$ cat config.mk
export PLATFORM = sky130hd
export DESIGN_NAME = arc_vertex_strip_generator_unit
export DESIGN_NICKNAME = d
export VERILOG_FILES = /design/src/sv/avsg_pkg.sv /design/src/sv/avsg_dp.sv /design/src/sv/avsg_ctrl.sv /design/src/sv/arc_vertex_strip_generator_unit.sv
export SDC_FILE = /design/constraint.sdc
export NUM_CORES = 2
export LEC_CHECK = 0
export BUFFER_PORTS_ARGS = -buffer_cell sky130_fd_sc_hd__buf_2
export CAP_MARGIN = 20
export CORE_MARGIN = 3
export CORE_UTILIZATION = 65
export DETAILED_ROUTE_END_ITERATION = 12
export PLACE_DENSITY_LB_ADDON = 0.05
export SETUP_SLACK_MARGIN = 0.3
export SYNTH_ARGS = -nofsm -noshare
export SYNTH_HDL_FRONTEND = slang
export SYNTH_HIERARCHICAL = 1
export SYNTH_SLANG_ARGS = --single-unit
export TNS_END_PERCENT = 5
$ cat constraint.sdc
create_clock -name clk_i -period 14.2 [get_ports clk_i]
set_input_delay 1.42 -clock clk_i [delete_from_list [all_inputs] [get_ports clk_i]]
set_output_delay 1.42 -clock clk_i [all_outputs]
set_load 0.03 [all_outputs]
$ cat src/sv/avsg_pkg.sv
// ----------------------------------------------------------------------------
// avsg_pkg
// Shared types, constants and helpers of the arc vertex strip generator.
// ----------------------------------------------------------------------------
package avsg_pkg;

  localparam int AngleBitsDef   = 16;
  localparam int CordicIterDef  = 16;
  localparam int MaxSegments    = 31;

  // cordic start vector, gain constant in q2.30
  localparam logic signed [33:0] CordicGain = 34'sd652032874;
  localparam logic signed [36:0] RoundHalf  = 37'sd16384;

  typedef enum logic [1:0] {
    MUL_RIN  = 2'd0,
    MUL_ROUT = 2'd1,
    MUL_ROT1 = 2'd2,
    MUL_ROT2 = 2'd3
  } mul_sel_e;

  typedef struct packed {
    logic     load;
    logic     div_step;
    logic     cor_init;
    logic     cor_sel_start;
    logic     cor_step;
    logic     store_step;
    logic     store_start;
    logic     mul_en;
    mul_sel_e mul_sel;
    logic     emit;
    logic     emit_outer;
    logic     rot_mid;
    logic     rot_end;
  } avsg_cmd_t;

  typedef struct packed {
    logic div_last;
    logic cor_last;
    logic pair_last;
    logic out_free;
  } avsg_stat_t;

  // atan(2^-i) in units of 2^-32 turn
  function automatic logic signed [33:0] atan_f(input logic [4:0] i);
    logic signed [33:0] v;
    case (i)
      5'd0:    v = 34'sd536870912;
      5'd1:    v = 34'sd316933406;
      5'd2:    v = 34'sd167458907;
      5'd3:    v = 34'sd85004756;
      5'd4:    v = 34'sd42667331;
      5'd5:    v = 34'sd21354465;
      5'd6:    v = 34'sd10679838;
      5'd7:    v = 34'sd5340245;
      5'd8:    v = 34'sd2670163;
      5'd9:    v = 34'sd1335087;
      5'd10:   v = 34'sd667544;
      5'd11:   v = 34'sd333772;
      5'd12:   v = 34'sd166886;
      5'd13:   v = 34'sd83443;
      5'd14:   v = 34'sd41722;
      5'd15:   v = 34'sd20861;
      5'd16:   v = 34'sd10430;
      5'd17:   v = 34'sd5215;
      5'd18:   v = 34'sd2608;
      5'd19:   v = 34'sd1304;
      5'd20:   v = 34'sd652;
      5'd21:   v = 34'sd326;
      5'd22:   v = 34'sd163;
      5'd23:   v = 34'sd81;
      default: v = 34'sd0;
    endcase
    return v;
  endfunction

  // clamp to the signed 16 bit range, kept 17 bits wide
  function automatic logic signed [16:0] sat16(input logic signed [36:0] v);
    logic signed [16:0] r;
    if (v > 37'sd32767) begin
      r = 17'sd32767;
    end else if (v < -37'sd32768) begin
      r = -17'sd32768;
    end else begin
      r = v[16:0];
    end
    return r;
  endfunction

  // q1.15 product rounding: add half, floor shift
  function automatic logic signed [36:0] rnd15(input logic signed [36:0] v);
    return (v + RoundHalf) >>> 15;
  endfunction

endpackage

$ cat src/sv/avsg_dp.sv
// ----------------------------------------------------------------------------
// avsg_dp
// Datapath: request registers, step divider, shared cordic, multiplier pair,
// rotation recurrence and output word register.
// ----------------------------------------------------------------------------
module avsg_dp #(
  parameter int ANGLE_BITS        = avsg_pkg::AngleBitsDef,
  parameter int CORDIC_ITERATIONS = avsg_pkg::CordicIterDef
) (
  input  logic                     clk_i,
  input  logic                     rst_ni,
  input  avsg_pkg::avsg_cmd_t      cmd_i,
  output avsg_pkg::avsg_stat_t     stat_o,
  input  logic signed [15:0]       center_x_i,
  input  logic signed [15:0]       center_y_i,
  input  logic [15:0]              start_angle_i,
  input  logic [16:0]              sweep_angle_i,
  input  logic [15:0]              radius_i,
  input  logic [15:0]              thickness_i,
  input  logic [4:0]               segment_count_i,
  input  logic                     fan_mode_i,
  input  logic [31:0]              color_i,
  output logic                     out_valid_o,
  input  logic                     out_stall_i,
  output logic signed [15:0]       vertex_x_o,
  output logic signed [15:0]       vertex_y_o,
  output logic [31:0]              vertex_color_o,
  output logic                     last_vertex_o
);
  import avsg_pkg::*;

  localparam int AW  = ANGLE_BITS + 17;
  localparam int QW  = ANGLE_BITS + 1;
  localparam int DCW = $clog2(QW);
  localparam int CCW = $clog2(CORDIC_ITERATIONS);

  logic signed [15:0]      cx_q, cy_q;
  logic [31:0]             color_q;
  logic [4:0]              seg_q, pt_q;
  logic signed [17:0]      rin_q, rout_q;
  logic [ANGLE_BITS-1:0]   start_q;
  logic [QW-1:0]           quo_q;
  logic [4:0]              rem_q;
  logic [DCW-1:0]          dcnt_q;
  logic signed [33:0]      x_q, y_q, z_q;
  logic [CCW-1:0]          ccnt_q;
  logic [1:0]              quad_q;
  logic signed [16:0]      ss_q, cs_q, sa_q, ca_q, ns_q;
  logic signed [34:0]      p0_q, p1_q;
  logic                    ov_q;

  // request decode
  logic [4:0]              seg_c;
  logic signed [17:0]      half_c, rad_c;
  logic [AW-1:0]           start_w, sweep_w;

  always_comb begin
    seg_c = (segment_count_i == 5'd0) ? 5'd1 : segment_count_i;
    if (seg_c > 5'(MaxSegments)) begin
      seg_c = 5'(MaxSegments);
    end
    half_c  = 18'(thickness_i[15:1]);
    rad_c   = 18'(radius_i);
    start_w = (AW'(start_angle_i) << ANGLE_BITS) >> 16;
    sweep_w = (AW'(sweep_angle_i) << ANGLE_BITS) >> 16;
  end

  // divider step
  logic [5:0] trial_c;
  logic       ge_c;
  assign trial_c = {rem_q, quo_q[QW-1]};
  assign ge_c    = trial_c >= {1'b0, seg_q};

  // cordic
  logic [ANGLE_BITS-1:0]  ang_c;
  logic signed [33:0]     dx_c, dy_c, at_c;
  logic signed [16:0]     cr_c, sr_c, c_out, s_out;

  always_comb begin
    ang_c = cmd_i.cor_sel_start ? start_q : quo_q[ANGLE_BITS-1:0];
    dx_c  = y_q >>> ccnt_q;
    dy_c  = x_q >>> ccnt_q;
    at_c  = atan_f(5'(ccnt_q));
    cr_c  = sat16(rnd15(37'(x_q)));
    sr_c  = sat16(rnd15(37'(y_q)));
    case (quad_q)
      2'd0:    begin c_out = cr_c;  s_out = sr_c;  end
      2'd1:    begin c_out = -sr_c; s_out = cr_c;  end
      2'd2:    begin c_out = -cr_c; s_out = -sr_c; end
      default: begin c_out = sr_c;  s_out = -cr_c; end
    endcase
  end

  // multiplier operand selection
  logic signed [17:0] a0_c, a1_c;
  logic signed [16:0] b0_c, b1_c;

  always_comb begin
    case (cmd_i.mul_sel)
      MUL_RIN:  begin a0_c = rin_q;       b0_c = ca_q; a1_c = rin_q;       b1_c = sa_q; end
      MUL_ROUT: begin a0_c = rout_q;      b0_c = ca_q; a1_c = rout_q;      b1_c = sa_q; end
      MUL_ROT1: begin a0_c = 18'(sa_q);   b0_c = cs_q; a1_c = 18'(ca_q);   b1_c = ss_q; end
      MUL_ROT2: begin a0_c = 18'(ca_q);   b0_c = cs_q; a1_c = 18'(sa_q);   b1_c = ss_q; end
      default:  begin a0_c = rin_q;       b0_c = ca_q; a1_c = rin_q;       b1_c = sa_q; end
    endcase
  end

  logic signed [36:0] vx_c, vy_c, rsum_c, rdiff_c;
  assign vx_c    = 37'(cx_q) + rnd15(37'(p0_q));
  assign vy_c    = 37'(cy_q) + rnd15(37'(p1_q));
  assign rsum_c  = rnd15(37'(p0_q) + 37'(p1_q));
  assign rdiff_c = rnd15(37'(p0_q) - 37'(p1_q));

  always_ff @(posedge clk_i) begin
    if (cmd_i.load) begin
      cx_q    <= center_x_i;
      cy_q    <= center_y_i;
      color_q <= color_i;
      seg_q   <= seg_c;
      start_q <= start_w[ANGLE_BITS-1:0];
      quo_q   <= sweep_w[QW-1:0];
      rem_q   <= 5'd0;
      rin_q   <= fan_mode_i ? 18'sd0 : rad_c - half_c;
      rout_q  <= fan_mode_i ? rad_c  : rad_c + half_c;
    end
    if (cmd_i.div_step) begin
      rem_q <= ge_c ? 5'(trial_c - {1'b0, seg_q}) : trial_c[4:0];
      quo_q <= {quo_q[QW-2:0], ge_c};
    end
    if (cmd_i.cor_init) begin
      quad_q <= ang_c[ANGLE_BITS-1 -: 2];
      x_q    <= CordicGain;
      y_q    <= 34'sd0;
      z_q    <= 34'(ang_c[ANGLE_BITS-3:0]) << (32 - ANGLE_BITS);
    end else if (cmd_i.cor_step) begin
      if (!z_q[33]) begin
        x_q <= x_q - dx_c;
        y_q <= y_q + dy_c;
        z_q <= z_q - at_c;
      end else begin
        x_q <= x_q + dx_c;
        y_q <= y_q - dy_c;
        z_q <= z_q + at_c;
      end
    end
    if (cmd_i.store_step) begin
      ss_q <= s_out;
      cs_q <= c_out;
    end
    if (cmd_i.store_start) begin
      sa_q <= s_out;
      ca_q <= c_out;
    end
    if (cmd_i.mul_en) begin
      p0_q <= a0_c * b0_c;
      p1_q <= a1_c * b1_c;
    end
    if (cmd_i.rot_mid) begin
      ns_q <= sat16(rsum_c);
    end
    if (cmd_i.rot_end) begin
      ca_q <= sat16(rdiff_c);
      sa_q <= ns_q;
    end
    if (cmd_i.emit) begin
      vertex_x_o     <= 16'(sat16(vx_c));
      vertex_y_o     <= 16'(sat16(vy_c));
      vertex_color_o <= color_q;
      last_vertex_o  <= cmd_i.emit_outer && (pt_q == seg_q);
    end
  end

  always_ff @(posedge clk_i or negedge rst_ni) begin
    if (!rst_ni) begin
      dcnt_q <= '0;
      ccnt_q <= '0;
      pt_q   <= 5'd0;
      ov_q   <= 1'b0;
    end else begin
      if (cmd_i.load) begin
        dcnt_q <= '0;
      end else if (cmd_i.div_step) begin
        dcnt_q <= dcnt_q + 1'b1;
      end
      if (cmd_i.cor_init) begin
        ccnt_q <= '0;
      end else if (cmd_i.cor_step) begin
        ccnt_q <= ccnt_q + 1'b1;
      end
      if (cmd_i.store_start) begin
        pt_q <= 5'd0;
      end else if (cmd_i.rot_end) begin
        pt_q <= pt_q + 5'd1;
      end
      if (cmd_i.emit) begin
        ov_q <= 1'b1;
      end else if (!out_stall_i) begin
        ov_q <= 1'b0;
      end
    end
  end

  assign out_valid_o      = ov_q;
  assign stat_o.div_last  = (dcnt_q == DCW'(QW - 1));
  assign stat_o.cor_last  = (ccnt_q == CCW'(CORDIC_ITERATIONS - 1));
  assign stat_o.pair_last = (pt_q == seg_q);
  assign stat_o.out_free  = !ov_q || !out_stall_i;

endmodule

$ cat src/sv/avsg_ctrl.sv
// ----------------------------------------------------------------------------
// avsg_ctrl
// Sequencer: divide, two cordic runs, then per arc point two vertices and,
// but for the final point, a rotation update.
// ----------------------------------------------------------------------------
module avsg_ctrl (
  input  logic                  clk_i,
  input  logic                  rst_ni,
  input  logic                  in_valid_i,
  output logic                  idle_o,
  input  avsg_pkg::avsg_stat_t  stat_i,
  output avsg_pkg::avsg_cmd_t   cmd_o
);
  import avsg_pkg::*;

  typedef enum logic [13:0] {
    S_IDLE     = 14'b00000000000001,
    S_DIV      = 14'b00000000000010,
    S_CI_STEP  = 14'b00000000000100,
    S_CR_STEP  = 14'b00000000001000,
    S_CI_START = 14'b00000000010000,
    S_CR_START = 14'b00000000100000,
    S_STORE    = 14'b00000001000000,
    S_MUL_A    = 14'b00000010000000,
    S_EMIT_A   = 14'b00000100000000,
    S_MUL_B    = 14'b00001000000000,
    S_EMIT_B   = 14'b00010000000000,
    S_ROT1     = 14'b00100000000000,
    S_ROT2     = 14'b01000000000000,
    S_ROT3     = 14'b10000000000000
  } state_e;

  state_e state_q, state_d;

  always_comb begin
    state_d = state_q;
    cmd_o   = '0;
    case (state_q)
      S_IDLE: begin
        if (in_valid_i) begin
          cmd_o.load = 1'b1;
          state_d    = S_DIV;
        end
      end
      S_DIV: begin
        cmd_o.div_step = 1'b1;
        if (stat_i.div_last) state_d = S_CI_STEP;
      end
      S_CI_STEP: begin
        cmd_o.cor_init = 1'b1;
        state_d        = S_CR_STEP;
      end
      S_CR_STEP: begin
        cmd_o.cor_step = 1'b1;
        if (stat_i.cor_last) state_d = S_CI_START;
      end
      S_CI_START: begin
        // step result is final here, capture it while restarting
        cmd_o.store_step    = 1'b1;
        cmd_o.cor_init      = 1'b1;
        cmd_o.cor_sel_start = 1'b1;
        state_d             = S_CR_START;
      end
      S_CR_START: begin
        cmd_o.cor_step      = 1'b1;
        cmd_o.cor_sel_start = 1'b1;
        if (stat_i.cor_last) state_d = S_STORE;
      end
      S_STORE: begin
        cmd_o.store_start = 1'b1;
        state_d           = S_MUL_A;
      end
      S_MUL_A: begin
        cmd_o.mul_en  = 1'b1;
        cmd_o.mul_sel = MUL_RIN;
        state_d       = S_EMIT_A;
      end
      S_EMIT_A: begin
        if (stat_i.out_free) begin
          cmd_o.emit = 1'b1;
          state_d    = S_MUL_B;
        end
      end
      S_MUL_B: begin
        cmd_o.mul_en  = 1'b1;
        cmd_o.mul_sel = MUL_ROUT;
        state_d       = S_EMIT_B;
      end
      S_EMIT_B: begin
        if (stat_i.out_free) begin
          cmd_o.emit       = 1'b1;
          cmd_o.emit_outer = 1'b1;
          state_d          = stat_i.pair_last ? S_IDLE : S_ROT1;
        end
      end
      S_ROT1: begin
        cmd_o.mul_en  = 1'b1;
        cmd_o.mul_sel = MUL_ROT1;
        state_d       = S_ROT2;
      end
      S_ROT2: begin
        cmd_o.mul_en  = 1'b1;
        cmd_o.mul_sel = MUL_ROT2;
        cmd_o.rot_mid = 1'b1;
        state_d       = S_ROT3;
      end
      S_ROT3: begin
        cmd_o.rot_end = 1'b1;
        state_d       = S_MUL_A;
      end
      default: begin
        state_d = S_IDLE;
      end
    endcase
  end

  always_ff @(posedge clk_i or negedge rst_ni) begin
    if (!rst_ni) begin
      state_q <= S_IDLE;
    end else begin
      state_q <= state_d;
    end
  end

  assign idle_o = (state_q == S_IDLE);

  a_emit_free: assert property (@(posedge clk_i) disable iff (!rst_ni)
    cmd_o.emit |-> stat_i.out_free)
    else $error("word emitted into an occupied output register");

  a_idle_quiet: assert property (@(posedge clk_i) disable iff (!rst_ni)
    (state_q == S_IDLE) |-> !cmd_o.div_step && !cmd_o.cor_step && !cmd_o.emit)
    else $error("datapath busy while idle");

  a_last_done: assert property (@(posedge clk_i) disable iff (!rst_ni)
    cmd_o.emit && cmd_o.emit_outer && stat_i.pair_last |=> (state_q == S_IDLE))
    else $error("final vertex did not end the arc");

endmodule

$ cat src/sv/arc_vertex_strip_generator_unit.sv
// ----------------------------------------------------------------------------
// arc_vertex_strip_generator_unit
// Arc to triangle strip tessellator, one arc request at a time.
// ----------------------------------------------------------------------------
// An arc request yields 2*(segments+1) vertex words. The step angle comes
// from a one-bit-per-cycle divider, then one shared cordic runs twice, for
// the step angle and the start angle. Each arc point then passes through the
// single pair of multipliers for its inner and outer vertex, followed by a
// rotation update on every point but the final one. A new request is taken
// once the final vertex is in the output register.
module arc_vertex_strip_generator_unit #(
  parameter int ANGLE_BITS        = avsg_pkg::AngleBitsDef,
  parameter int CORDIC_ITERATIONS = avsg_pkg::CordicIterDef
) (
  input  logic               clk_i,
  input  logic               rst_ni,
  input  logic               in_valid_i,
  output logic               in_stall_o,
  input  logic signed [15:0] center_x_i,
  input  logic signed [15:0] center_y_i,
  input  logic [15:0]        start_angle_i,
  input  logic [16:0]        sweep_angle_i,
  input  logic [15:0]        radius_i,
  input  logic [15:0]        thickness_i,
  input  logic [4:0]         segment_count_i,
  input  logic               fan_mode_i,
  input  logic [31:0]        color_i,
  output logic               out_valid_o,
  input  logic               out_stall_i,
  output logic signed [15:0] vertex_x_o,
  output logic signed [15:0] vertex_y_o,
  output logic [31:0]        vertex_color_o,
  output logic               last_vertex_o
);
  import avsg_pkg::*;

  avsg_cmd_t  cmd;
  avsg_stat_t stat;
  logic       idle;

  avsg_ctrl u_ctrl (
    .clk_i      (clk_i),
    .rst_ni     (rst_ni),
    .in_valid_i (in_valid_i),
    .idle_o     (idle),
    .stat_i     (stat),
    .cmd_o      (cmd)
  );

  avsg_dp #(
    .ANGLE_BITS        (ANGLE_BITS),
    .CORDIC_ITERATIONS (CORDIC_ITERATIONS)
  ) u_dp (
    .clk_i           (clk_i),
    .rst_ni          (rst_ni),
    .cmd_i           (cmd),
    .stat_o          (stat),
    .center_x_i      (center_x_i),
    .center_y_i      (center_y_i),
    .start_angle_i   (start_angle_i),
    .sweep_angle_i   (sweep_angle_i),
    .radius_i        (radius_i),
    .thickness_i     (thickness_i),
    .segment_count_i (segment_count_i),
    .fan_mode_i      (fan_mode_i),
    .color_i         (color_i),
    .out_valid_o     (out_valid_o),
    .out_stall_i     (out_stall_i),
    .vertex_x_o      (vertex_x_o),
    .vertex_y_o      (vertex_y_o),
    .vertex_color_o  (vertex_color_o),
    .last_vertex_o   (last_vertex_o)
  );

  assign in_stall_o = !idle;

endmodule

* After elaboration in Yosys (flattened, before gate mapping)
Memories as Yosys holds them, arrays and structs flattened.
Index checks and enable logic that the tools add are counted.
Widths: inputs -> output; s select.
** Operators by class
- Add/subtract/negate cells :: 24
- $mul :: 2
- $lt $le $gt $ge :: 14
- Equality and inequality tests :: 29
- Shifts and indexed selects :: 2
- Multiplexer cells :: 63
- Reductions and logical operators :: 18
** Operators by type and width (number)
- $mux 17 :: 13
- $pmux 14 s13 :: 1
- $pmux 18 s4 :: 2
- $add 34x34->34 :: 3
- $mux 34 :: 3
- $pmux 17 s3 :: 2
- $sub 34x34->34 :: 3
- $gt 22x16->1 const B :: 4
- $lt 22x16->1 const B :: 4
- $mux 14 :: 6
- $add 36x16->37 const B :: 2
- $add 35x16->36 const B :: 2
- $add 34x16->35 const B :: 2
- $mul 18x17->35 :: 2
- $pmux 17 s2 :: 2
- $sshr 34x4->34 :: 2
- $mux 16 :: 4
- $mux 30 :: 2
- $add 16x21->22 :: 2
- $gt 20x16->1 const B :: 2
- $lt 20x16->1 const B :: 2
- $mux 5 :: 8
- $add 35x35->36 :: 1
- $sub 35x35->36 :: 1
- 43 further kinds :: 77
** Storage, ports and cells
- Bits in registers :: 495
- Bits in read-only memories :: 480
- Bits of input ports :: 139
- Word-level logic and storage cells :: 184
- Memories :: 1
** Memory list
- (name not given) :: words 16, width 30, read ports 1, clocked after Yosys merged registers in 0, write ports 0, RTL line avsg_pkg.sv:48 : case (i)

* Longest topological paths before layout
- Word-level depth :: 8
- Gate-level depth with buffers :: 36
- Depth with buffers taken out :: 32

* Modules after synthesis
The synthesis kept the hierarchy.
** By module, submodules not included
- avsg_dp :: instances 1, cells each 6737, area an instance 61939.4 um2, seq. area each 13457.9 um2
- avsg_ctrl :: instances 1, cells each 118, area an instance 1072.3 um2, seq. area each 351.6 um2
- arc_vertex_strip_generator_unit :: instances 1, cells each 1, area an instance 3.8 um2, seq. area each 0.0 um2

* Least setup slack after synthesis
OpenSTA, ideal clock, no wires.
- Kind :: flip-flop to flip-flop
- Start point :: reg u_ctrl.state_q[2]
- End point :: reg u_dp.p0_q[33] (data pin)
- Data arrival time :: 8.570 ns
- Data required time :: 13.942 ns
- Path slack :: 5.372 ns
- Stages on the path, launching flop included :: 34
- Buffers on the path :: 3
- Period minus slack after synthesis :: 8.828 ns
- Cells stage by stage :: dfrtp_1 > buf_2 > nor4_4 > and2_4 > and4b_1 > nand2b_1 > clkbuf_1 > buf_1 > nor3b_1 > a31oi_1 > nor2_1 > fa_1 > inv_1 > fa_1 > fa_1 > fa_1 > inv_1 > fa_1 > inv_1 > fa_1 > inv_1 > ha_1 > a21o_1 > a21oi_1 > a21boi_0 > a211o_1 > o211a_1 > o2111ai_1 > nand4b_1 > a21o_1 > a21oi_1 > o31ai_1 > a21oi_1 > xnor2_1
** RTL lines
- start: declaration :: RTL line avsg_ctrl.sv:33 : state_e state_q, state_d;
- start signal: assignment :: RTL line avsg_ctrl.sv:121 : state_q <= state_d;
- end signal: assignment :: RTL line avsg_dp.sv:155 : p0_q <= a0_c * b0_c;
- end: declaration :: RTL line avsg_dp.sv:49 : logic signed [34:0] p0_q, p1_q;

==> out/results.ini <==
[routing]
first_pass_iters=7
drc=0
wl_per_cell_um=21.5
num_vias=51000
first_iter_violations=4464
drt-total-wl_mm=177
detail-route-antenna-nets=0
via_per_inst=6.19

[clocking]
cts.clk_slew.worst_paths_ps=60
root_buffer=clkbuf_16
cts_tree=yes
clk_path_buf_depth=3
cts.sinks=494
cts_setup_buffers=0
ctsResizeCount=0
cts_made_buffers=60
clk_latency_ps=710
htree_levels=2
hold_buffers=0

[floorplanning]
std_cell_rows=113
dieWidth_um=317
die_h_um=317
start_util_pct=65.9
die_area_um2=101000
io_pins=206
core_um2=95600

[cells_and_area]
regArea_um2=13800
multi_input_area_um2=44900
drive_gt1_share_pct=9.92
final_cell_area_um2=67200
fillers=7684
nNetsFinal=8188
area_delta_synth_final_pct=6.64
final_util_pct=70.3

[timing]
setup_viol=0
whs_ps=410
rsz0062_at_grt=false
finalHoldViolCount=0
worstMarginPinSlew_ps=1190
max-slew-margin-rel_pct=18.3
period_needed_ps=11330
fin_crit_sh_pct=79.8
skew_ps=68.9
tns_ps=0
drv_slew=0
max_freq_mhz=88.3

[flow_run]
max_cap_viol_count=0

[global_routing]
grt_pass1_wl_mm=275
grt_usage_pct=35.1
grt_pass1_vias=50600
grt_antenna_before_repair=2
gr-total-overflow=0
top_usage_layer=met2
grt_max_degree=101
grt_util_met3_pct=5.55
met2_usage_pct=58.3
met1_usage_pct=43.1

[setup_path]
timing.critical_path.to=u_dp/p1_q[34]
cp_slowest_cell=and4b_1
regToRegEndpoint=u_dp/p1_q[34]
startpoint=u_ctrl/state_q[8]
timing.rr.start=u_ctrl/state_q[8]
crit_cells=28
path_class=flop to flop
crit_buf_inv=5
worstPathArrival_ps=11710
cpLargestDelayFamily=adder cells
cp.required_ps=14590
crit_path_max_fanout=62
r2r_slack_ps=2870
critical-path-max-stage-delay_ps=1130
cp-start-kind=flop
cpMostUsedCell=fa_1
rr_worst_depth=28
endpoint_kind=flop

[placed_design]
gp_congestion=0.987
dpl-instance-area_um2=65000
io_buffers=204
place_hpwl_mm=139

[yosys]
seq_area_frac_synth_pct=21.9
syn_nets=8128
ys_seq_elements=494
synth_cells=6856
yosys.area.top_type=fa_1
synth.avg_cell_area_um2=9.19
ys.warnings.count=6
synthTopCellsByArea=fa_1 20%, edfxtp_1 18%, ha_1 10%
synth_ff_type=edfxtp_1
mappedNetlistArea_um2=63000
synthDominantCellAreaShare_pct=20.0
async_reset_ff_share_pct=5.87
synth_edf_count=377
ys_types=118

[worst_hold_path]
hold_class=flop to flop
min_path_cells=0

[outcome]
outcome=completed

==> sequential cells by signal, indices dropped and copies added, names as in the netlist, 32 cells and up <==
register	cells
u_dp/p0_q	35
u_dp/p1_q	35
u_dp/x_q	34
u_dp/y_q	34
u_dp/z_q	34
u_dp/color_q	32
u_dp/vertex_color_o	32
==> cells by family (layout without fill, tap and decap cells) <==
group                      after synthesis  count (layout)  synth area share (%)
AOI/OAI and AO/OA                     1304            1304                  13.4
xor gates and xnor gates               430             430                  5.98
adders and majority gates             1133            1133                  30.0
buffers and inverters                 1127            1238                  7.00
DFF                                    494             494                  21.9
muxes                                  308             308                  6.51
other                                    0               1                     0
and+or+nand+nor                       2060            2060                  15.2
==> cell usage after synthesis (72+ instances only) <==
| cell | n |
|---|---|
| a21o_1 | 127 |
| a21oi_1 | 369 |
| a31oi_1 | 93 |
| clkbuf_1 | 196 |
| dfxtp_1 | 88 |
| edfxtp_1 | 377 |
| fa_1 | 630 |
| ha_1 | 503 |
| inv_1 | 831 |
| mux2_2 | 78 |
| mux2i_1 | 154 |
| mux4_2 | 72 |
| nand2_1 | 614 |
| nand2b_1 | 104 |
| nand3_1 | 95 |
| nor2_1 | 724 |
| nor2b_1 | 83 |
| nor3_1 | 103 |
| o21ai_0 | 249 |
| xnor2_1 | 272 |
| xor2_1 | 158 |
==> final cells by class <==
| type | count | share of cell area [%] |
|---|---|---|
| multi-input cells | 5235 | 66.8 |
| flip-flops and latches | 494 | 20.6 |
| inverters | 834 | 4.66 |
| repair buffers | 291 | 2.54 |
| well taps | 1265 | 2.36 |
| clock buffers | 67 | 2.35 |
| clock inverters | 46 | 0.769 |
| diodes | 1 | 0.00372 |
==> layer usage <==
layer  wire [µm]  up-vias
met4       13100        2
met3       12500      566
met2       83800     2015
met1       67700    24900
met5          13        -
li1            -    23500
==> through the flow <==
stage | setup WS [ps] | std cells
4_1_cts | 3030 | 8229
6_report | 2870 | 8233
2_1_floorplan | 5370 | 6856
5_1_grt | 2370 | 8233
3_3_place_gp | 3330 | 8115
3_5_place_dp | 3030 | 8116
==> cells in the final DEF, fill, tap and decap left out, drive strengths merged, types with 23 or more instances in the layout <==
cell,n
a31o,37
xnor2,272
mux2i,157
inv,846
o21bai,39
dfxtp,88
mux4,72
o211ai,31
nor4,27
o21ai,259
nand4,48
nand2,615
a211o,26
nand2b,104
edfxtp,377
a211oi,43
a31oi,95
nor2,725
and2,42
nand3,99
clkinv,23
nor3,108
o21a,53
ha,503
o22ai,36
mux2,79
xor2,158
fa,630
buf,291
nor2b,83
and3,60
or2,53
a21oi,370
clkbuf,67
a21o,127
dfrtp,28
or3,26
o31ai,33
==> worst min-delay path by stage <==
| stage | from | to |
|---|---|---|
| 2_1_floorplan | u_dp/color_q[0] | u_dp/vertex_color_o[0] |
| 3_3_place_gp | u_dp/color_q[25] | u_dp/vertex_color_o[25] |
| 3_5_place_dp | u_dp/color_q[0] | u_dp/vertex_color_o[0] |
| 4_1_cts | u_dp/color_q[25] | u_dp/vertex_color_o[25] |
| 5_1_grt | u_dp/color_q[13] | u_dp/vertex_color_o[13] |
| 6_report | u_dp/color_q[25] | u_dp/vertex_color_o[25] |
Power is not shown: default switching activity piles up to over one toggle a cycle in this logic, so the estimate is an artifact.
